===== src/hdl/lgs_pkg.sv =====
// ----------------------------------------------------------------------------
// lgs_pkg
// Shared types and constants of the linear gradient sampler.
// ----------------------------------------------------------------------------
package lgs_pkg;

    localparam int MAX_STOPS   = 8;
    localparam int IDX_W       = $clog2(MAX_STOPS);
    localparam int CNT_W       = $clog2(MAX_STOPS + 1);
    localparam int T_FRAC_BITS = 16;
    localparam int POS_W       = 17;
    localparam int COLOR_W     = 32;
    localparam int CH_W        = 8;
    localparam int NUM_CH      = 4;
    localparam int COORD_W     = 16;
    localparam int REL_W       = COORD_W + 1;
    localparam int PROD_W      = REL_W + 32;
    localparam int T_W         = PROD_W + 2;
    localparam int NUM_W       = CH_W + POS_W;
    localparam int DOWN_SHIFT  = (T_FRAC_BITS >= 16) ? T_FRAC_BITS - 16 : 0;
    localparam int UP_SHIFT    = (T_FRAC_BITS < 16) ? 16 - T_FRAC_BITS : 0;
    localparam int DIV_BITS    = 2;
    localparam int DIV_STAGES  = CH_W / DIV_BITS;
    localparam int CFG_ADDR_W  = 3;
    localparam int CFG_DATA_W  = 32;

    localparam logic signed [T_W-1:0] T_ONE = T_W'(1) <<< T_FRAC_BITS;

    // configuration register indexes
    typedef enum logic [CFG_ADDR_W-1:0] {
        REG_T_START      = 3'd0,
        REG_T_STEP_X     = 3'd1,
        REG_T_STEP_Y     = 3'd2,
        REG_ORIGIN_X     = 3'd3,
        REG_ORIGIN_Y     = 3'd4,
        REG_STOPS_IN_USE = 3'd5,
        REG_BRUSH_VALID  = 3'd6
    } cfg_reg_t;

    typedef struct packed {
        logic signed [31:0]        t_start;
        logic signed [31:0]        step_x;
        logic signed [31:0]        step_y;
        logic signed [COORD_W-1:0] origin_x;
        logic signed [COORD_W-1:0] origin_y;
        logic [CNT_W-1:0]          stops_in_use;
        logic                      brush_valid;
    } cfg_t;

    // one request moving down the pipeline
    typedef struct packed {
        logic                      is_sample;
        logic [IDX_W-1:0]          stop_index;
        logic [POS_W-1:0]          stop_position;
        logic [COLOR_W-1:0]        stop_color;
        logic signed [COORD_W-1:0] pixel_x;
        logic signed [COORD_W-1:0] pixel_y;
    } item_t;

    typedef struct packed {
        logic [POS_W-1:0]   pos;
        logic [COLOR_W-1:0] color;
    } stop_t;

    // result of the stop search
    typedef struct packed {
        logic             is_sample;
        logic             zero;
        logic             solid;
        logic [POS_W-1:0] tq;
    } sel_t;

endpackage


===== src/hdl/lgs_lerp.sv =====
// ----------------------------------------------------------------------------
// lgs_lerp
// Per-channel weighting and pipelined restoring division by the pair width.
// ----------------------------------------------------------------------------
module lgs_lerp (
    input  logic                        aclk,
    input  logic                        aresetn,
    input  logic                        en,
    input  logic                        in_valid,
    input  lgs_pkg::sel_t               in_sel,
    input  lgs_pkg::stop_t              in_lo,
    input  lgs_pkg::stop_t              in_hi,
    output logic                        out_valid,
    output logic [lgs_pkg::COLOR_W-1:0] out_color
);

    localparam int REM_W = lgs_pkg::NUM_W + 1;

    typedef struct packed {
        logic                        is_sample;
        logic                        flat;
        logic [lgs_pkg::COLOR_W-1:0] flat_color;
        logic [lgs_pkg::POS_W-1:0]   r;
    } ctl_t;

    typedef logic [lgs_pkg::NUM_W-1:0] num_arr_t [lgs_pkg::NUM_CH];
    typedef logic [lgs_pkg::CH_W-1:0]  q_arr_t   [lgs_pkg::NUM_CH];

    logic [lgs_pkg::DIV_STAGES+1:0] vld_reg;
    ctl_t                           ctl1_reg, ctl2_reg;
    ctl_t                           dctl_reg [lgs_pkg::DIV_STAGES];
    logic [lgs_pkg::POS_W-1:0]      d_reg, rd_reg;
    logic [lgs_pkg::COLOR_W-1:0]    c0_reg, c1_reg;
    ctl_t                           ctl1_next;
    logic [lgs_pkg::POS_W-1:0]      d_next;
    num_arr_t                       num_reg;
    num_arr_t                       rem_reg  [lgs_pkg::DIV_STAGES];
    q_arr_t                         q_reg    [lgs_pkg::DIV_STAGES];
    num_arr_t                       rem_next [lgs_pkg::DIV_STAGES];
    q_arr_t                         q_next   [lgs_pkg::DIV_STAGES];
    logic [lgs_pkg::COLOR_W-1:0]    div_color;

    // pair width, offset into the pair and the flat cases
    always_comb begin
        ctl1_next.is_sample = in_sel.is_sample;
        ctl1_next.flat      = in_sel.zero || in_sel.solid || (in_hi.pos <= in_lo.pos);
        ctl1_next.flat_color = in_sel.zero ? '0 : in_lo.color;
        ctl1_next.r         = in_hi.pos - in_lo.pos;
        d_next              = in_sel.tq - in_lo.pos;
    end

    // divide two quotient bits per stage, from the top bit down
    always_comb begin
        logic [REM_W-1:0] rem;
        logic [REM_W-1:0] dv;
        logic [lgs_pkg::CH_W-1:0] q;
        int bitpos;
        for (int s = 0; s < lgs_pkg::DIV_STAGES; s++) begin
            for (int c = 0; c < lgs_pkg::NUM_CH; c++) begin
                if (s == 0) begin
                    rem = REM_W'(num_reg[c]);
                    q   = '0;
                end else begin
                    rem = REM_W'(rem_reg[s-1][c]);
                    q   = q_reg[s-1][c];
                end
                for (int b = 0; b < lgs_pkg::DIV_BITS; b++) begin
                    bitpos = lgs_pkg::CH_W - 1 - s * lgs_pkg::DIV_BITS - b;
                    dv = REM_W'((s == 0) ? ctl2_reg.r : dctl_reg[s-1].r) << bitpos;
                    if (rem >= dv) begin
                        rem = rem - dv;
                        q[bitpos] = 1'b1;
                    end
                end
                rem_next[s][c] = lgs_pkg::NUM_W'(rem);
                q_next[s][c]   = q;
            end
        end
    end

    always_ff @(posedge aclk) begin
        if (en) begin
            ctl1_reg <= ctl1_next;
            d_reg    <= d_next;
            rd_reg   <= ctl1_next.r - d_next;
            c0_reg   <= in_lo.color;
            c1_reg   <= in_hi.color;
            ctl2_reg <= ctl1_reg;
            // weight both ends of the pair
            for (int c = 0; c < lgs_pkg::NUM_CH; c++) begin
                num_reg[c] <= lgs_pkg::NUM_W'(
                    c0_reg[lgs_pkg::COLOR_W-1-c*lgs_pkg::CH_W -: lgs_pkg::CH_W] * rd_reg
                  + c1_reg[lgs_pkg::COLOR_W-1-c*lgs_pkg::CH_W -: lgs_pkg::CH_W] * d_reg);
            end
            for (int s = 0; s < lgs_pkg::DIV_STAGES; s++) begin
                dctl_reg[s] <= (s == 0) ? ctl2_reg : dctl_reg[s-1];
                rem_reg[s]  <= rem_next[s];
                q_reg[s]    <= q_next[s];
            end
        end
    end

    always_ff @(posedge aclk) begin
        if (!aresetn) begin
            vld_reg <= '0;
        end else if (en) begin
            vld_reg <= {vld_reg[lgs_pkg::DIV_STAGES:0], in_valid};
        end
    end

    // alpha lands in the top byte like the stored colors
    always_comb begin
        for (int c = 0; c < lgs_pkg::NUM_CH; c++) begin
            div_color[lgs_pkg::COLOR_W-1-c*lgs_pkg::CH_W -: lgs_pkg::CH_W] =
                q_reg[lgs_pkg::DIV_STAGES-1][c];
        end
    end

    assign out_valid = vld_reg[lgs_pkg::DIV_STAGES+1]
                       && dctl_reg[lgs_pkg::DIV_STAGES-1].is_sample;
    assign out_color = dctl_reg[lgs_pkg::DIV_STAGES-1].flat
                       ? dctl_reg[lgs_pkg::DIV_STAGES-1].flat_color : div_color;

endmodule


===== config.mk =====
export PLATFORM = sky130hd
export DESIGN_NAME = lgs_lerp
export DESIGN_NICKNAME = d
export VERILOG_FILES = /design/src/hdl/lgs_pkg.sv /design/src/hdl/lgs_lerp.sv
export SDC_FILE = /design/constraint.sdc
export NUM_CORES = 2
export LEC_CHECK = 0
export BUFFER_PORTS_ARGS = -buffer_cell sky130_fd_sc_hd__buf_2
export CAP_MARGIN = 20
export CORE_UTILIZATION = 66
export DETAILED_ROUTE_END_ITERATION = 10
export GPL_TIMING_DRIVEN = 0
export PLACE_DENSITY = 0.83
export SLEW_MARGIN = 25
export SYNTH_ARGS = -nofsm -noshare
export SYNTH_HDL_FRONTEND = slang
export SYNTH_SLANG_ARGS = --single-unit

===== constraint.sdc =====
create_clock -name aclk -period 8.3 [get_ports aclk]
set_clock_uncertainty 0.2 [all_clocks]
set_input_delay 1.66 -clock aclk [delete_from_list [all_inputs] [get_ports aclk]]
set_output_delay 1.66 -clock aclk [all_outputs]
set_load 0.005 [all_outputs]

==> impl_metrics.json <==
{
  "pre_cts_ws_ps": -427,
  "synth_compound_area_frac": 0.116,
  "rows": 137,
  "wl_per_cell_um": 23.4,
  "path_delay_family": "adder cells",
  "synth_edf_count": 867,
  "cp-end-kind": "register",
  "grt_remaining_overflow": 0,
  "required_ps": 8530,
  "synth_xor_area_frac": 0.0510,
  "final_cells": 11800,
  "period_share": 0.979,
  "avgSynthCellArea_um2": 9.77,
  "grt_max_degree": 139,
  "worstPathCellList": "clkbuf_1 -> nand2_1 -> fa_1 -> fa_1 -> fa_1 -> inv_1 -> fa_1 -> fa_1 -> inv_1 -> fa_1 -> inv_1 -> ha_1 -> and3_1 -> nand3_1 -> o21ai_0 -> a211o_1 -> nand2_1 -> o21ai_0 -> a21o_1 -> a21o_1 -> a21oi_1 -> xnor2_1",
  "grt_pass1_vias": 73200,
  "dieArea_um2": 143000,
  "hpwl_um": 221000,
  "setup_slack_ps": 173,
  "register_area_um2": 26200,
  "area_delta_synth_final_pct": 7.34,
  "outcome": "finished, final reports clean",
  "clk_pin_slew_ps": 60,
  "die_h_um": 378,
  "slowest_stage": "clkbuf_1",
  "numClockSinks": 873,
  "slowest_delay_ps": 950,
  "synth_fp_nets": 11500,
  "start_util": 0.668,
  "wirelength_um": 276000,
  "setup_viol": 0,
  "die_w_um": 378,
  "grt_pass1_wl_um": 419000,
  "maxCapViolations": 0,
  "fillers": 10200,
  "drtIter0Drc": 6885,
  "core_um2": 140000,
  "port_buffers": 154,
  "cts_tree": "yes",
  "fin_crit_ps": 8130,
  "clock_latency_ps": 790,
  "slew_headroom": 0.191,
  "num_vias": 73100,
  "tightest_slew_ps": 1210,
  "synth-simple-area-share": 0.147,
  "gp_congestion": 1.04,
  "antenna_found_initial": 12,
  "synth_cell_type_count": 91,
  "syn_inst": 9557,
  "root_buffer": "clkbuf_16",
  "synthesis.area_um2": 93400,
  "yosys.area.top_type": "edfxtp_1",
  "fmax_mhz": 123,
  "hp-class": "reg -> reg",
  "cts_max_level": 3,
  "synth-seq-cells": 873,
  "netlist.area_leader.share": 0.279,
  "crit_buf_inv": 4,
  "ys_warn_count": 0,
  "drv_slew": 0,
  "worstPathArrival_ps": 8360,
  "yosys.area_share.adder": 0.315,
  "grt_util_all_layers": 0.391,
  "routed_via_density": 6.19,
  "clockBufferDepth": 3,
  "nets": 11800,
  "synthTopCellsByArea": "edfxtp_1 28%, fa_1 20%, ha_1 12%",
  "synth_ff_type": "edfxtp_1",
  "drive_gt1_frac": 0.0654,
  "numCtsBuffers": 95,
  "start_kind": "register",
  "dp_cells": 11600,
  "critical_path_class": "reg -> reg",
  "crit_path_frequent_cell": "fa_1",
  "seq_area_frac_synth": 0.280,
  "io_pins": 155,
  "hold_viol_final": 0,
  "multiInputGateArea_um2": 61300,
  "async_reset_ff_frac": 0,
  "drt_first_pass_iters": 6,
  "largest_register_ffs": 300,
  "synth.area.mux_share": 0.0278,
  "route.detailed.drc": 0,
  "synth_top_family_by_area": "adder cells",
  "postRouteAntennaNets": 0,
  "cp_max_fo": 10
}
[layout by cell type, fill, tap and decap left out, types with 53 or more instances in the layout]
cell / instances
a21o_1: 222
a21oi_1: 542
and2_1: 507
and3_1: 53
buf_2: 169
clkbuf_1: 216
clkbuf_16: 95
edfxtp_1: 867
fa_1: 919
ha_1: 880
inv_1: 1296
mux2_2: 189
nand2_1: 1067
nand2b_1: 96
nand3_1: 103
nand4_1: 93
nor2_1: 439
nor2b_1: 117
nor3_1: 123
o21a_1: 94
o21ai_0: 414
o21bai_1: 67
xnor2_1: 374
xor2_1: 170
[kinds of logic (layout without fill, tap and decap cells)]
logic type	after synthesis	after routing
AND/OR/NAND/NOR	2798	2798
other	0	11
flip-flops	873	873
multiplexers	236	236
AO/OA/AOI/OAI	1729	1729
XOR/XNOR	544	544
buffers and inverters	1578	1933
adder cells (fa/ha/maj)	1799	1799
[layout make-up]
cell class,instances,area share
plain buffers,274,0.0112
clock buffers,111,0.0243
inverters,1304,0.0489
well taps,1876,0.0234
clock inverters,64,0.00785
repair buffers,180,0.0115
flip-flops and latches,873,0.261
multi-input cells,7106,0.612
diodes,11,0.000275
[layer usage]
layer,share of wire,global-route usage,routed length [um]
met1,0.37,0.473,101000
met2,0.44,0.609,122000
met3,0.085,0.0633,23500
met4,0.11,0.345,29300
met5,0.000036,0,10
[cell usage after synthesis (47+ instances only)]
cell type	count
a21o_1	222
nand4_1	93
o31ai_1	53
o21ai_0	414
xor2_1	170
and3_1	53
xnor2_1	374
fa_1	919
inv_1	1299
and2_1	507
ha_1	880
mux2_2	189
nand2_1	1067
edfxtp_1	867
nor2_1	439
nor3_1	123
o21a_1	94
clkbuf_1	243
nand3_1	103
nor2b_1	117
a31oi_1	47
o21bai_1	67
nand2b_1	96
a21oi_1	542
[through the flow]
step | util | hold WS (ps) | setup TNS (ps) | area (um^2)
2_1_floorplan | - | 200 | 0 | 93400
3_3_place_gp | 0.690 | 200 | -6546920 | 96500
3_5_place_dp | 0.691 | 205 | -3550 | 96700
4_1_cts | 0.715 | 193 | -30.9 | 100000
5_1_grt | 0.716 | 202 | -16.4 | 100000
6_report | 0.717 | 197 | 0 | 100000
[worst paths after layout]
check	from	end	slack, ps	cells after the start
worst max-delay path	rd_reg[10]	num_reg[1][23]	170	22
worst min-delay path	dctl_reg[1][19]	dctl_reg[2][19]	200	0
worst max register to register	rd_reg[10]	num_reg[1][23]	170	22
worst min register to register	dctl_reg[1][19]	dctl_reg[2][19]	200	0
[repair_timing]
| item | CTS | global route |
|---|---|---|
| endpoints found under the setup margin | 38 | 72 |
| pin swaps | 0 | 1 |
| hold buffers | 0 | 0 |
| resized for setup | 27 | 39 |
| buffers inserted | 7 | 12 |
Power is left out: the tool's default activity adds up to more than one toggle a clock period on the data nets, which glitch-free logic cannot reach.
