===== src/hdl/lgs_pkg.sv =====
// ----------------------------------------------------------------------------
// lgs_pkg
// Shared types and constants of the linear gradient sampler.
// ----------------------------------------------------------------------------
package lgs_pkg;

    localparam int MAX_STOPS   = 8;
    localparam int IDX_W       = $clog2(MAX_STOPS);
    localparam int CNT_W       = $clog2(MAX_STOPS + 1);
    localparam int T_FRAC_BITS = 16;
    localparam int POS_W       = 17;
    localparam int COLOR_W     = 32;
    localparam int CH_W        = 8;
    localparam int NUM_CH      = 4;
    localparam int COORD_W     = 16;
    localparam int REL_W       = COORD_W + 1;
    localparam int PROD_W      = REL_W + 32;
    localparam int T_W         = PROD_W + 2;
    localparam int NUM_W       = CH_W + POS_W;
    localparam int DOWN_SHIFT  = (T_FRAC_BITS >= 16) ? T_FRAC_BITS - 16 : 0;
    localparam int UP_SHIFT    = (T_FRAC_BITS < 16) ? 16 - T_FRAC_BITS : 0;
    localparam int DIV_BITS    = 2;
    localparam int DIV_STAGES  = CH_W / DIV_BITS;
    localparam int CFG_ADDR_W  = 3;
    localparam int CFG_DATA_W  = 32;

    localparam logic signed [T_W-1:0] T_ONE = T_W'(1) <<< T_FRAC_BITS;

    // configuration register indexes
    typedef enum logic [CFG_ADDR_W-1:0] {
        REG_T_START      = 3'd0,
        REG_T_STEP_X     = 3'd1,
        REG_T_STEP_Y     = 3'd2,
        REG_ORIGIN_X     = 3'd3,
        REG_ORIGIN_Y     = 3'd4,
        REG_STOPS_IN_USE = 3'd5,
        REG_BRUSH_VALID  = 3'd6
    } cfg_reg_t;

    typedef struct packed {
        logic signed [31:0]        t_start;
        logic signed [31:0]        step_x;
        logic signed [31:0]        step_y;
        logic signed [COORD_W-1:0] origin_x;
        logic signed [COORD_W-1:0] origin_y;
        logic [CNT_W-1:0]          stops_in_use;
        logic                      brush_valid;
    } cfg_t;

    // one request moving down the pipeline
    typedef struct packed {
        logic                      is_sample;
        logic [IDX_W-1:0]          stop_index;
        logic [POS_W-1:0]          stop_position;
        logic [COLOR_W-1:0]        stop_color;
        logic signed [COORD_W-1:0] pixel_x;
        logic signed [COORD_W-1:0] pixel_y;
    } item_t;

    typedef struct packed {
        logic [POS_W-1:0]   pos;
        logic [COLOR_W-1:0] color;
    } stop_t;

    // result of the stop search
    typedef struct packed {
        logic             is_sample;
        logic             zero;
        logic             solid;
        logic [POS_W-1:0] tq;
    } sel_t;

endpackage


===== src/hdl/lgs_stop_table.sv =====
// ----------------------------------------------------------------------------
// lgs_stop_table
// Stop storage, enclosing-pair search and registered read of the pair.
// ----------------------------------------------------------------------------
module lgs_stop_table (
    input  logic                      aclk,
    input  logic                      aresetn,
    input  logic                      en,
    input  lgs_pkg::cfg_t             cfg,
    input  logic                      in_valid,
    input  lgs_pkg::item_t            in_item,
    input  logic [lgs_pkg::POS_W-1:0] in_tq,
    output logic                      out_valid,
    output lgs_pkg::sel_t             out_sel,
    output lgs_pkg::stop_t            out_lo,
    output lgs_pkg::stop_t            out_hi
);

    logic [lgs_pkg::POS_W-1:0]   pos_reg [lgs_pkg::MAX_STOPS];
    lgs_pkg::stop_t              mem_lo [lgs_pkg::MAX_STOPS];
    lgs_pkg::stop_t              mem_hi [lgs_pkg::MAX_STOPS];
    logic [lgs_pkg::MAX_STOPS-1:0] lt;
    logic [lgs_pkg::CNT_W-1:0]   n;
    logic [lgs_pkg::CNT_W-1:0]   n_m1, n_m2;
    logic [lgs_pkg::IDX_W-1:0]   lo_idx, hi_idx;
    logic                        zero, solid, wr_en;
    logic                        vld_reg;
    lgs_pkg::sel_t               sel_reg;
    lgs_pkg::stop_t              lo_reg, hi_reg;

    assign wr_en = en && in_valid && !in_item.is_sample;

    // compare t against every stored position
    always_comb begin
        for (int k = 0; k < lgs_pkg::MAX_STOPS; k++) begin
            lt[k] = in_tq < pos_reg[k];
        end
    end

    // clamp the stop count and pick the pair
    always_comb begin
        if (cfg.stops_in_use > lgs_pkg::CNT_W'(lgs_pkg::MAX_STOPS)) begin
            n = lgs_pkg::CNT_W'(lgs_pkg::MAX_STOPS);
        end else begin
            n = cfg.stops_in_use;
        end
        n_m1  = n - lgs_pkg::CNT_W'(1);
        n_m2  = n - lgs_pkg::CNT_W'(2);
        zero  = !cfg.brush_valid || (n == '0);
        solid = 1'b1;
        lo_idx = '0;
        priority if (zero) begin
            lo_idx = '0;
        end else if (in_tq <= pos_reg[0]) begin
            lo_idx = '0;
        end else if (!lt[n_m1[lgs_pkg::IDX_W-1:0]]) begin
            lo_idx = n_m1[lgs_pkg::IDX_W-1:0];
        end else begin
            solid  = 1'b0;
            lo_idx = n_m2[lgs_pkg::IDX_W-1:0];
            // smallest slot whose upper neighbor lies above t wins
            for (int k = lgs_pkg::MAX_STOPS - 2; k >= 0; k--) begin
                if ((k + 2 < int'(n)) && lt[k+1]) begin
                    lo_idx = lgs_pkg::IDX_W'(k);
                end
            end
        end
        hi_idx = lo_idx + lgs_pkg::IDX_W'(1);
    end

    // store stops; reads happen in the same stage so order is kept
    always_ff @(posedge aclk) begin
        if (wr_en) begin
            pos_reg[in_item.stop_index] <= in_item.stop_position;
            mem_lo[in_item.stop_index]  <= {in_item.stop_position, in_item.stop_color};
            mem_hi[in_item.stop_index]  <= {in_item.stop_position, in_item.stop_color};
        end
    end

    always_ff @(posedge aclk) begin
        if (en) begin
            lo_reg  <= mem_lo[lo_idx];
            hi_reg  <= mem_hi[hi_idx];
            sel_reg <= '{is_sample: in_item.is_sample, zero: zero, solid: solid, tq: in_tq};
        end
    end

    always_ff @(posedge aclk) begin
        if (!aresetn) begin
            vld_reg <= 1'b0;
        end else if (en) begin
            vld_reg <= in_valid;
        end
    end

    assign out_valid = vld_reg;
    assign out_sel   = sel_reg;
    assign out_lo    = lo_reg;
    assign out_hi    = hi_reg;

endmodule


===== config.mk =====
export PLATFORM = sky130hd
export DESIGN_NAME = lgs_stop_table
export DESIGN_NICKNAME = d
export VERILOG_FILES = /design/src/hdl/lgs_pkg.sv /design/src/hdl/lgs_stop_table.sv
export SDC_FILE = /design/constraint.sdc
export NUM_CORES = 1
export LEC_CHECK = 0
export ABC_CLOCK_PERIOD_IN_PS = 4600
export BUFFER_PORTS_ARGS = -buffer_cell sky130_fd_sc_hd__buf_4
export CAP_MARGIN = 25
export CELL_PAD_IN_SITES_DETAIL_PLACEMENT = 0
export CELL_PAD_IN_SITES_GLOBAL_PLACEMENT = 2
export CORE_ASPECT_RATIO = 1.75
export CORE_MARGIN = 4
export CORE_UTILIZATION = 37
export CTS_CLUSTER_DIAMETER = 50
export DETAILED_ROUTE_END_ITERATION = 16
export MAX_ROUTING_LAYER = met4
export PLACE_DENSITY = 0.74
export SYNTH_ARGS = -nofsm -noshare
export SYNTH_HDL_FRONTEND = slang
export SYNTH_SLANG_ARGS = --single-unit

===== constraint.sdc =====
create_clock -name aclk -period 4.6 [get_ports aclk]
set_clock_uncertainty 0.15 [all_clocks]
set_input_delay 0.46 -clock aclk [delete_from_list [all_inputs] [get_ports aclk]]
set_output_delay 0.46 -clock aclk [all_outputs]
set_load 0.02 [all_outputs]

==> results by group <==
Hold path
  • Hold crit path type: in -> reg

Logic synthesis
  • Complex-gate fraction of the synthesized area: 3.166%
  • Post-synth cell types: 62
  • Synth top area cells: edfxtp_1, mux2i_1, ha_1
  • Largest family of logic cells by synthesized area: multiplexers
  • Prevailing post-synth register cell: edfxtp_1
  • Synthesized instance count: 1803
  • Seq/Total Area, Yosys: between 50 and 60%
  • Ys async rst share: 0%
  • YS warnings: 0
  • Synth Area in Simple Gates: 2.413%
  • Syn avg cell area: around 15 um2
  • Post-Syn Area: between 0.02 and 0.03 mm2
  • Multiplexer share of the synthesized area: 26.38%
  • Post-Synth XOR/XNOR Area: 0.1270%
  • Yosys top cell area share: 57.58%
  • Yosys top cell by area: edfxtp_1
  • Synth Area in Adders: 6.304%
  • Synth Net Count: 2176
  • Synth Register Bits: 511
  • Post-synth EDFFs: 510

Timing
  • Final Max Slew Viols: 0
  • Measured slew at the worst slew-check pin: 839.2 ps
  • # setup viols final: 0
  • Slew HR: 43.92%
  • Final Hold Fails: 0
  • Max Clock Freq: 219.5 MHz
  • Post-route clock period utilization: between 90% and 100%
  • RSZ-0062 raised after global routing: yes
  • Clock period minus worst slack: approximately 4600 ps

Place
  • Post-DP Area: 0.03032 mm2
  • Routability cong.: 0.8907
  • Hpwl dp: a little under 50000 um
  • PortBufs: 197

Global route
  • Vias in the first global route: 17110
  • First-pass GRT wire length: 104300 um
  • Congestion Overflow GR: 0
  • GRT Total Usage: around a fifth
  • Initial antenna violation count: 3
  • Largest net degree at the start of global routing: 65

Power
  • Clk pwr share: 38.1%
  • Overall power: 11960 uW
  • Net Sw Power: 2955 uW
  • Peak supply drop: 0.2621 mV
  • Reg power frac: 44.8%
  • Pint: 9008 uW
  • Combinational power share: 17.1%
  • Power per Cell Area: 352.7 mW/mm2
  • Switching Share: between 20% and 30%
  • Pleak: 0.01219 uW

Detailed routing
  • # DRC: 0
  • Vias: approximately 16000
  • WL per Instance: 23.23 um
  • Drt first pass iters: 5
  • Total Routed Length: 73720 um
  • Vias per inst: 5.082
  • DRT iter0 DRCs: 635
  • Post-route antenna net violation count: 0

Floorplanning
  • Initial core utilization: 37.45%
  • IO Pins: 358
  • Die Span Y: 362.7 um
  • CORE AREA: approximately 0.071 mm2
  • Die Wd: 210.7 um
  • Row cnt: 129
  • Full die area: between 0.07 and 0.08 mm2

Worst setup path
  • Critical Path RT: 4800 ps
  • Crit Path Max Fanout: 8
  • Setup crit start kind: primary input
  • CP arrival: 4760 ps
  • CP endpoint kind: flip-flop
  • WS Path Type: in -> reg
  • Crit-path max cell delay: between 500 and 600 ps
  • CP max-delay cell: dlygate4sd3_1
  • Worst-path cell chain: dlygate4sd3_1 > buf_6 > nand2b_1 > a2111o_1 > a311o_1 > a31oi_2 > or4_1 > o211ai_1 > buf_4 > nor3_4 > buf_6 > mux2i_4 > ha_4 > buf_12 > clkbuf_16 > mux2i_4 > mux2i_1 > mux2_4

Clock network
  • CTS H-tree lvls: 2
  • CTS tree: done
  • Root Driver: clkbuf_16
  • Reg clk slew, reported paths: approximately 60 ps
  • Sinks on Clock Net: 511
  • Inserted Clock Buffers: 51
  • Clock latency on the worst-skew pair: 630 ps
  • Clk buf depth: 3

Cells and area
  • Layout area overhead: 27.56%
  • Fill count: 6247
  • Final #Nets: 2583
  • Finished layout cell area: about 0.034 mm2
  • Largest register FFs: 324
  • Share of layout cells above drive strength 1: between 20% and 30%

Status
  • Status: completed

Job
  • Maxcap violations: 0
-- final timing paths --
path                       from     endpoint  slack (ps)  cells after the start
hold / removal        in_tq[11]  out_sel[11]          70                      2
setup / recovery       in_tq[0]   out_hi[44]          50                     18
setup reg to reg  pos_reg[7][1]   out_hi[44]          80                     17
hold reg to reg    mem_lo[7][1]    out_hi[1]         580                      3
-- cells in the final DEF, fill, tap and decap left out, types with 18 or more instances in the layout --
master           n
a21oi_1         36
mux2_1          25
buf_12          28
mux2_2          41
nand2_1         34
ha_1           123
inv_1          129
clkbuf_16       68
edfxtp_1       510
nor2_1          18
nand3_1         18
dlygate4sd3_1   60
buf_4          303
mux2i_1        581
-- stage by stage --
| step | TNS [ps] | setup slack [ps] | hold WS [ps] | util [%] | std cells |
|---|---|---|---|---|---|
| floorplan | 0 | 1.601 | 402.9 | - | 1803 |
| global placement | -19580 | -338.7 | 320.9 | 42.66 | 2979 |
| detailed placement | -15590 | -332.9 | 329.5 | 42.69 | 2980 |
| CTS | 0 | 10.69 | 7.582 | 46.22 | 3136 |
| global route | -1461 | -77.23 | 34.48 | 47.77 | 3173 |
| finish | 0 | 45.11 | 65.83 | 47.77 | 3173 |
-- kinds of logic (layout without fill, tap and decap cells) --
kind of cell,Yosys count,after routing
AOI/OAI and AO/OA,125,125
xor gates and xnor gates,3,3
adders and majority gates,134,134
buffers and inverters,216,666
DFF,511,511
muxes,687,687
other,0,3
and+or+nand+nor,127,127
-- synthesized netlist by cell type (2+ instances only) --
master,instances
a221oi_1,3
buf_4,6
buf_2,23
inv_1,138
and4_1,6
o21ai_0,16
a21oi_1,44
or4_1,2
nand3_1,18
a2111o_1,2
nor2_1,25
a221o_1,2
clkbuf_1,23
o21ai_1,3
o22ai_1,2
a311o_1,2
edfxtp_1,510
ha_1,134
a211oi_1,5
o31ai_1,5
nand2b_1,8
o211ai_1,5
mux2_4,10
mux2_1,39
a21o_1,13
o311ai_0,2
mux2_2,33
and3_1,2
nand2_1,36
a41oi_1,2
nor3_1,8
mux2i_1,605
nor4_1,2
buf_6,25
nand4_1,9
nor2b_1,4
a31oi_1,6
-- layer usage --
layer	up-vias	wire length [um]	GRT usage, %	part of all wire [%]
met3	94	2107	1.867	2.9
met2	276	39610	34.53	54
met1	8031	30010	21.47	41
met4	0	1991	5.419	2.7
met5	-	0	-	0
li1	7723	-	-	-
-- final cells by class --
class | instances | area (um2) | share of cell area [%]
repair buffers | 431 | 4244 | 12.51
clock inverters | 36 | 518.0 | 1.527
inverters | 139 | 521.8 | 1.538
diodes | 3 | 7.507 | 0.02213
well taps | 917 | 1147 | 3.382
flip-flops and latches | 511 | 15330 | 45.20
multi-input cells | 1076 | 10790 | 31.81
clock buffers | 60 | 1361 | 4.013
-- critical path, delay by kind of cell --
| kind | cells | cell delay (ps) |
|---|---|---|
| muxes | 4 | 860 |
| buffers and inverters | 6 | 1410 |
| and+or+nand+nor | 3 | 500 |
| AOI/OAI and AO/OA | 4 | 1190 |
| adders and majority gates | 1 | 300 |
-- power groups by stage --
stage	registers [uW]	logic (uW)	clock network [uW]
floorplan	5570	918	0
CTS	5360	1820	4680
finish	5360	2050	4550
global placement	5460	1750	0
global route	5370	2180	4870
detailed placement	5460	1770	0
-- what timing repair did --
action / in CTS / in global routing
hold buffers: 60 / 0
cloned: 0 / 19
gates resized for setup: 7 / 116
pin swaps: 1 / 27
setup endpoints to repair: 69 / 87
hold endpoints to repair: 402 / 0
buffers inserted: 0 / 18
(Power assumes the default switching activity.)
