===== config.mk =====
export PLATFORM = sky130hd
export DESIGN_NAME = lgs_t_calc
export DESIGN_NICKNAME = d
export VERILOG_FILES = /design/src/hdl/lgs_pkg.sv /design/src/hdl/lgs_t_calc.sv
export SDC_FILE = /design/constraint.sdc
export NUM_CORES = 2
export LEC_CHECK = 0
export BUFFER_PORTS_ARGS = -buffer_cell sky130_fd_sc_hd__buf_2
export CAP_MARGIN = 20
export CORE_ASPECT_RATIO = 0.5
export CORE_MARGIN = 1.5
export CORE_UTILIZATION = 57
export DETAILED_ROUTE_END_ITERATION = 8
export PLACE_DENSITY = 0.75
export SETUP_SLACK_MARGIN = 0.15
export SKIP_LAST_GASP = 1
export SYNTH_ARGS = -nofsm -noshare
export SYNTH_HDL_FRONTEND = slang
export SYNTH_SLANG_ARGS = --single-unit

===== constraint.sdc =====
create_clock -name aclk -period 12.23 [get_ports aclk]
set_input_delay 3.0575 -clock aclk [delete_from_list [all_inputs] [get_ports aclk]]
set_output_delay 3.0575 -clock aclk [all_outputs]
set_load 0.03 [all_outputs]

===== src/hdl/lgs_pkg.sv =====
// ----------------------------------------------------------------------------
// lgs_pkg
// Shared types and constants of the linear gradient sampler.
// ----------------------------------------------------------------------------
package lgs_pkg;

    localparam int MAX_STOPS   = 8;
    localparam int IDX_W       = $clog2(MAX_STOPS);
    localparam int CNT_W       = $clog2(MAX_STOPS + 1);
    localparam int T_FRAC_BITS = 16;
    localparam int POS_W       = 17;
    localparam int COLOR_W     = 32;
    localparam int CH_W        = 8;
    localparam int NUM_CH      = 4;
    localparam int COORD_W     = 16;
    localparam int REL_W       = COORD_W + 1;
    localparam int PROD_W      = REL_W + 32;
    localparam int T_W         = PROD_W + 2;
    localparam int NUM_W       = CH_W + POS_W;
    localparam int DOWN_SHIFT  = (T_FRAC_BITS >= 16) ? T_FRAC_BITS - 16 : 0;
    localparam int UP_SHIFT    = (T_FRAC_BITS < 16) ? 16 - T_FRAC_BITS : 0;
    localparam int DIV_BITS    = 2;
    localparam int DIV_STAGES  = CH_W / DIV_BITS;
    localparam int CFG_ADDR_W  = 3;
    localparam int CFG_DATA_W  = 32;

    localparam logic signed [T_W-1:0] T_ONE = T_W'(1) <<< T_FRAC_BITS;

    // configuration register indexes
    typedef enum logic [CFG_ADDR_W-1:0] {
        REG_T_START      = 3'd0,
        REG_T_STEP_X     = 3'd1,
        REG_T_STEP_Y     = 3'd2,
        REG_ORIGIN_X     = 3'd3,
        REG_ORIGIN_Y     = 3'd4,
        REG_STOPS_IN_USE = 3'd5,
        REG_BRUSH_VALID  = 3'd6
    } cfg_reg_t;

    typedef struct packed {
        logic signed [31:0]        t_start;
        logic signed [31:0]        step_x;
        logic signed [31:0]        step_y;
        logic signed [COORD_W-1:0] origin_x;
        logic signed [COORD_W-1:0] origin_y;
        logic [CNT_W-1:0]          stops_in_use;
        logic                      brush_valid;
    } cfg_t;

    // one request moving down the pipeline
    typedef struct packed {
        logic                      is_sample;
        logic [IDX_W-1:0]          stop_index;
        logic [POS_W-1:0]          stop_position;
        logic [COLOR_W-1:0]        stop_color;
        logic signed [COORD_W-1:0] pixel_x;
        logic signed [COORD_W-1:0] pixel_y;
    } item_t;

    typedef struct packed {
        logic [POS_W-1:0]   pos;
        logic [COLOR_W-1:0] color;
    } stop_t;

    // result of the stop search
    typedef struct packed {
        logic             is_sample;
        logic             zero;
        logic             solid;
        logic [POS_W-1:0] tq;
    } sel_t;

endpackage


===== src/hdl/lgs_t_calc.sv =====
// ----------------------------------------------------------------------------
// lgs_t_calc
// Three-stage gradient parameter path: offset, multiply, sum and clamp.
// ----------------------------------------------------------------------------
module lgs_t_calc (
    input  logic                 aclk,
    input  logic                 aresetn,
    input  logic                 en,
    input  lgs_pkg::cfg_t        cfg,
    input  logic                 in_valid,
    input  lgs_pkg::item_t       in_item,
    output logic                 out_valid,
    output lgs_pkg::item_t       out_item,
    output logic [lgs_pkg::POS_W-1:0] out_tq
);

    logic [2:0]                           vld_reg;
    lgs_pkg::item_t                       item1_reg, item2_reg, item3_reg;
    logic signed [lgs_pkg::REL_W-1:0]     rel_x_reg, rel_y_reg;
    logic signed [lgs_pkg::REL_W-1:0]     rel_x_next, rel_y_next;
    logic signed [lgs_pkg::PROD_W-1:0]    prod_x_reg, prod_y_reg;
    logic signed [lgs_pkg::T_W-1:0]       t_sum;
    logic signed [lgs_pkg::T_W-1:0]       t_clamp;
    logic [lgs_pkg::POS_W-1:0]            tq_reg, tq_next;

    // offset coordinates against the rectangle origin
    assign rel_x_next = lgs_pkg::REL_W'(in_item.pixel_x) - lgs_pkg::REL_W'(cfg.origin_x);
    assign rel_y_next = lgs_pkg::REL_W'(in_item.pixel_y) - lgs_pkg::REL_W'(cfg.origin_y);

    // sum the terms and clamp to 0 .. 1.0
    always_comb begin
        t_sum = lgs_pkg::T_W'(cfg.t_start) + lgs_pkg::T_W'(prod_x_reg)
              + lgs_pkg::T_W'(prod_y_reg);
        if (t_sum < 0) begin
            t_clamp = '0;
        end else if (t_sum > lgs_pkg::T_ONE) begin
            t_clamp = lgs_pkg::T_ONE;
        end else begin
            t_clamp = t_sum;
        end
        tq_next = lgs_pkg::POS_W'((t_clamp >>> lgs_pkg::DOWN_SHIFT) <<< lgs_pkg::UP_SHIFT);
    end

    always_ff @(posedge aclk) begin
        if (!aresetn) begin
            vld_reg <= '0;
        end else if (en) begin
            vld_reg <= {vld_reg[1:0], in_valid};
        end
    end

    always_ff @(posedge aclk) begin
        if (en) begin
            item1_reg  <= in_item;
            rel_x_reg  <= rel_x_next;
            rel_y_reg  <= rel_y_next;
            item2_reg  <= item1_reg;
            prod_x_reg <= rel_x_reg * cfg.step_x;
            prod_y_reg <= rel_y_reg * cfg.step_y;
            item3_reg  <= item2_reg;
            tq_reg     <= tq_next;
        end
    end

    assign out_valid = vld_reg[2];
    assign out_item  = item3_reg;
    assign out_tq    = tq_reg;

endmodule


==> impl_metrics.toml <==
[cts]
clock_tree_from_tritoncts = "yes"
cts_hold_buf = 0
cts.sinks = 407
root_buffer = "sky130_fd_sc_hd__clkbuf_16"
cts-htree-levels = 2
clk_pin_slew_worst_paths_ns = 0.08
cts.path.max_buffers = 3
insertion_delay_ns = 0.62
cts-resized-gates = 0
post-cts-setup-buffers = 0
clock_buffer_count_from_cts = 40

[finish]
seq_area_mm2 = 0.01219
drive_above_1_share_pct = 8.053
syn2layout_area_growth_pct = 7.683
multi_input_gate_area_mm2 = 0.03819
finalNetCount = 7208
final.fill_count = 7651

[logic_synthesis]
syn-instance-count = 5383
synth.top_cell.area_share_pct = 39.52
yosys_warnings = 0
synth_edf_count = 404
yosys.area_share.xor_xnor_pct = 2.292
post_synth_main_area_contributors = "sky130_fd_sc_hd__fa_1, sky130_fd_sc_hd__edfxtp_1, sky130_fd_sc_hd__inv_1"
synth.yosys.seq_area_share_pct = 22.00
synth.avg_cell_area_um2 = 10.30
ys_async_sr_fraction_pct = 0
yosysTopAreaCell = "sky130_fd_sc_hd__fa_1"
synthSimpleGateAreaFrac_pct = 13.84
syn-num-nets = 7010
synth_compound_gate_area_share_pct = 6.121
synth.lib_cells_used.distinct = 83
synth-seq-cells = 407
synth.mux.area_fraction_pct = 0.1106
largest_family_of_logic_cells_by_synthesized_area = "adder cells"
synth_fa_ha_area_share_pct = 46.54
yosys_most_used_dff = "sky130_fd_sc_hd__edfxtp_1"
post_synth_instance_area_mm2 = 0.05542

[sta]
setup_viol = 0
hold_ws_ns = 0.3998
maxSlewViolCount = 0
fmax_mhz = 100.1
period_needed_ns = 9.993
final.setup.tns_ns = 0
worst_clock_skew_ns = 0.02919
hold_viol = 0
final_min_period_over_clock_period_pct = 81.71
rsz0062_at_grt = "false"
worst_pin_slew_ns = 1.205
headroom_to_the_max_slew_limit_pct = 17.57

[worst_setup_path]
worst_ep_required_time_ns = 12.58
critPathLaunchType = "input port"
worstRegToRegCells = 20
worst-endpoint-arrival_ns = 10.34
kind_of_critical_path = "in2reg"
setup.reg_to_reg.worst_slack_ns = 3.94
timing.critical_path.to_type = "register"
worst_r2r_endpoint = "prod_x_reg[44]"
critical_path_fanouts_max = 17
regToRegStartpoint = "rel_x_reg[16]"

[floorplanning]
die_y_um = 223.5
floorplan.die.width_um = 444.0
die-area_mm2 = 0.09922
placement_rows = 80
fp.coreArea_mm2 = 0.09579
initial_core_util_pct = 57.85
boundaryPins = 325

[route]
dr.pass1.iters = 6
drcViolationCount = 0
final_antenna_net_count = 0
final_wirelength_mm = 135.6
detail_route.wl_per_cell_um = 19.68
detailedRoute.firstIterationViolations = 2871
vias_after_detailed_routing = 38560
drt-vias-per-instance = 5.595

[worst_hold_path]
hold-path-endpoint = "item2_reg[12]"
hold_sp = "item1_reg[12]"
hold-path-cell-count = 0
timing.hold.worst.class = "reg2reg"

[flow_run]
maxCapViolations = 0

[global_routing]
grt_pass1_wl_mm = 222.7
antenna_found_initial = 8
track_usage_pct = 28.55
grt-ovfl-total = 0
grt_start_max_net_pins = 158
vias_in_the_first_global_route = 42230

[placed_design]
dp.final_hpwl_mm = 102.7
port_buffers = 319
place.gp.congestion = 0.9142

[outcome]
outcome = "complete, no violations"
==> per-stage QoR <==
step	std cells	util, %	worst slack (ns)	instance area [µm²]
after floorplan	5383	-	2.775	55420
final	6891	62.30	2.237	59680
after global placement	6807	60.67	1.774	58120
after detailed placement	6807	60.67	1.727	58120
after global routing	6891	62.30	2.063	59680
after CTS	6881	62.19	2.378	59580
==> placed cells by master, fill, tap and decap left out, drive strengths merged, types with 6 or more instances in the layout <==
| cell | Yosys | layout |
|---|---|---|
| a21boi | 14 | 14 |
| and2 | 477 | 477 |
| nor3 | 48 | 48 |
| a2111oi | 8 | 8 |
| nor3b | 7 | 7 |
| bufinv | 0 | 8 |
| nand4 | 25 | 25 |
| o21ai | 95 | 95 |
| clkbuf | 195 | 45 |
| o21bai | 21 | 21 |
| nor4 | 6 | 6 |
| a311oi | 7 | 7 |
| and3 | 19 | 19 |
| buf | 5 | 356 |
| nor2 | 185 | 185 |
| nor2b | 25 | 25 |
| clkinv | 0 | 16 |
| a21o | 53 | 53 |
| a211oi | 20 | 20 |
| o211ai | 14 | 14 |
| o31ai | 11 | 11 |
| o31a | 6 | 6 |
| diode | 0 | 7 |
| nand3 | 53 | 53 |
| fa | 1094 | 1094 |
| nand2 | 657 | 657 |
| ha | 311 | 311 |
| a211o | 10 | 10 |
| or3 | 17 | 17 |
| xnor2 | 111 | 111 |
| nand2b | 21 | 21 |
| o21a | 21 | 21 |
| a31oi | 23 | 23 |
| edfxtp | 404 | 404 |
| a21oi | 154 | 154 |
| xor2 | 34 | 34 |
| inv | 1138 | 1141 |
==> per-layer routing <==
layer | track usage (%) | wire (µm) | vias up
met5 | 0 | 0 | -
met4 | 8.591 | 3881 | 0
met3 | 6.039 | 12560 | 295
met2 | 46.34 | 63870 | 1736
met1 | 38.93 | 55290 | 19500
li1 | - | - | 17020
==> worst max-delay path by stage <==
stage / start / endpoint / cells after the start
2_1_floorplan: cfg[84] / prod_x_reg[44] / 22
3_3_place_gp: cfg[83] / prod_x_reg[44] / 21
3_5_place_dp: cfg[83] / prod_x_reg[44] / 21
4_1_cts: cfg[83] / prod_x_reg[44] / 21
5_1_grt: cfg[84] / prod_x_reg[44] / 21
6_report: cfg[83] / prod_x_reg[44] / 21
==> cell families after synthesis <==
group | count (synthesis)
and+or+nand+nor | 1565
adders and majority gates | 1405
buffers and inverters | 1338
AOI/OAI and AO/OA | 517
DFF | 407
xor gates and xnor gates | 145
muxes | 6
==> Yosys cell counts, types with 4 or more instances <==
cell	number
sky130_fd_sc_hd__a2111oi_0	6
sky130_fd_sc_hd__a211o_1	10
sky130_fd_sc_hd__a211oi_1	19
sky130_fd_sc_hd__a21boi_0	14
sky130_fd_sc_hd__a21o_1	53
sky130_fd_sc_hd__a21oi_1	154
sky130_fd_sc_hd__a311oi_1	7
sky130_fd_sc_hd__a31o_2	5
sky130_fd_sc_hd__a31oi_1	23
sky130_fd_sc_hd__and2_1	477
sky130_fd_sc_hd__and3_1	19
sky130_fd_sc_hd__and4_1	5
sky130_fd_sc_hd__clkbuf_1	195
sky130_fd_sc_hd__edfxtp_1	404
sky130_fd_sc_hd__fa_1	1094
sky130_fd_sc_hd__ha_1	311
sky130_fd_sc_hd__inv_1	1137
sky130_fd_sc_hd__mux2i_1	5
sky130_fd_sc_hd__nand2_1	657
sky130_fd_sc_hd__nand2b_1	21
sky130_fd_sc_hd__nand3_1	52
sky130_fd_sc_hd__nand3b_1	4
sky130_fd_sc_hd__nand4_1	24
sky130_fd_sc_hd__nor2_1	185
sky130_fd_sc_hd__nor2b_1	25
sky130_fd_sc_hd__nor3_1	44
sky130_fd_sc_hd__nor3_2	4
sky130_fd_sc_hd__nor3b_2	4
sky130_fd_sc_hd__nor4_1	6
sky130_fd_sc_hd__o2111ai_1	5
sky130_fd_sc_hd__o211ai_1	14
sky130_fd_sc_hd__o21a_1	21
sky130_fd_sc_hd__o21ai_0	93
sky130_fd_sc_hd__o21bai_1	21
sky130_fd_sc_hd__o221ai_1	5
sky130_fd_sc_hd__o22ai_1	5
sky130_fd_sc_hd__o31a_1	6
sky130_fd_sc_hd__o31ai_1	11
sky130_fd_sc_hd__o41ai_1	5
sky130_fd_sc_hd__or2_2	5
sky130_fd_sc_hd__or3_1	17
sky130_fd_sc_hd__xnor2_1	111
sky130_fd_sc_hd__xor2_1	34
==> layout make-up <==
class	instances	area share [%]
clock inverter	29	0.7024
sequential	407	20.43
timing repair buffer	356	3.279
multi-input combinational	3638	63.99
antenna	7	0.02935
clock buffer	45	1.744
tap	1271	2.665
inverter	1138	7.158
==> critical path, cell delays in order <==
cell                        delay (ns)
sky130_fd_sc_hd__buf_2            0.38
sky130_fd_sc_hd__nand2_1          0.15
sky130_fd_sc_hd__fa_1             0.53
sky130_fd_sc_hd__fa_1             0.52
sky130_fd_sc_hd__fa_1             0.52
sky130_fd_sc_hd__inv_1            0.06
sky130_fd_sc_hd__fa_1             0.45
sky130_fd_sc_hd__fa_1             0.52
sky130_fd_sc_hd__inv_1            0.06
sky130_fd_sc_hd__fa_1             0.56
sky130_fd_sc_hd__inv_1            0.07
sky130_fd_sc_hd__ha_1             0.39
sky130_fd_sc_hd__a211o_1          0.32
sky130_fd_sc_hd__a2111oi_0        0.79
sky130_fd_sc_hd__a2111oi_0        0.24
sky130_fd_sc_hd__or3b_2           0.51
sky130_fd_sc_hd__a21boi_0         0.30
sky130_fd_sc_hd__o211ai_1         0.23
sky130_fd_sc_hd__a31oi_1          0.36
sky130_fd_sc_hd__o41ai_1          0.15
sky130_fd_sc_hd__xnor2_1          0.16
Power is not shown: default switching activity piles up to over one toggle a cycle in this logic, so the estimate is an artifact.
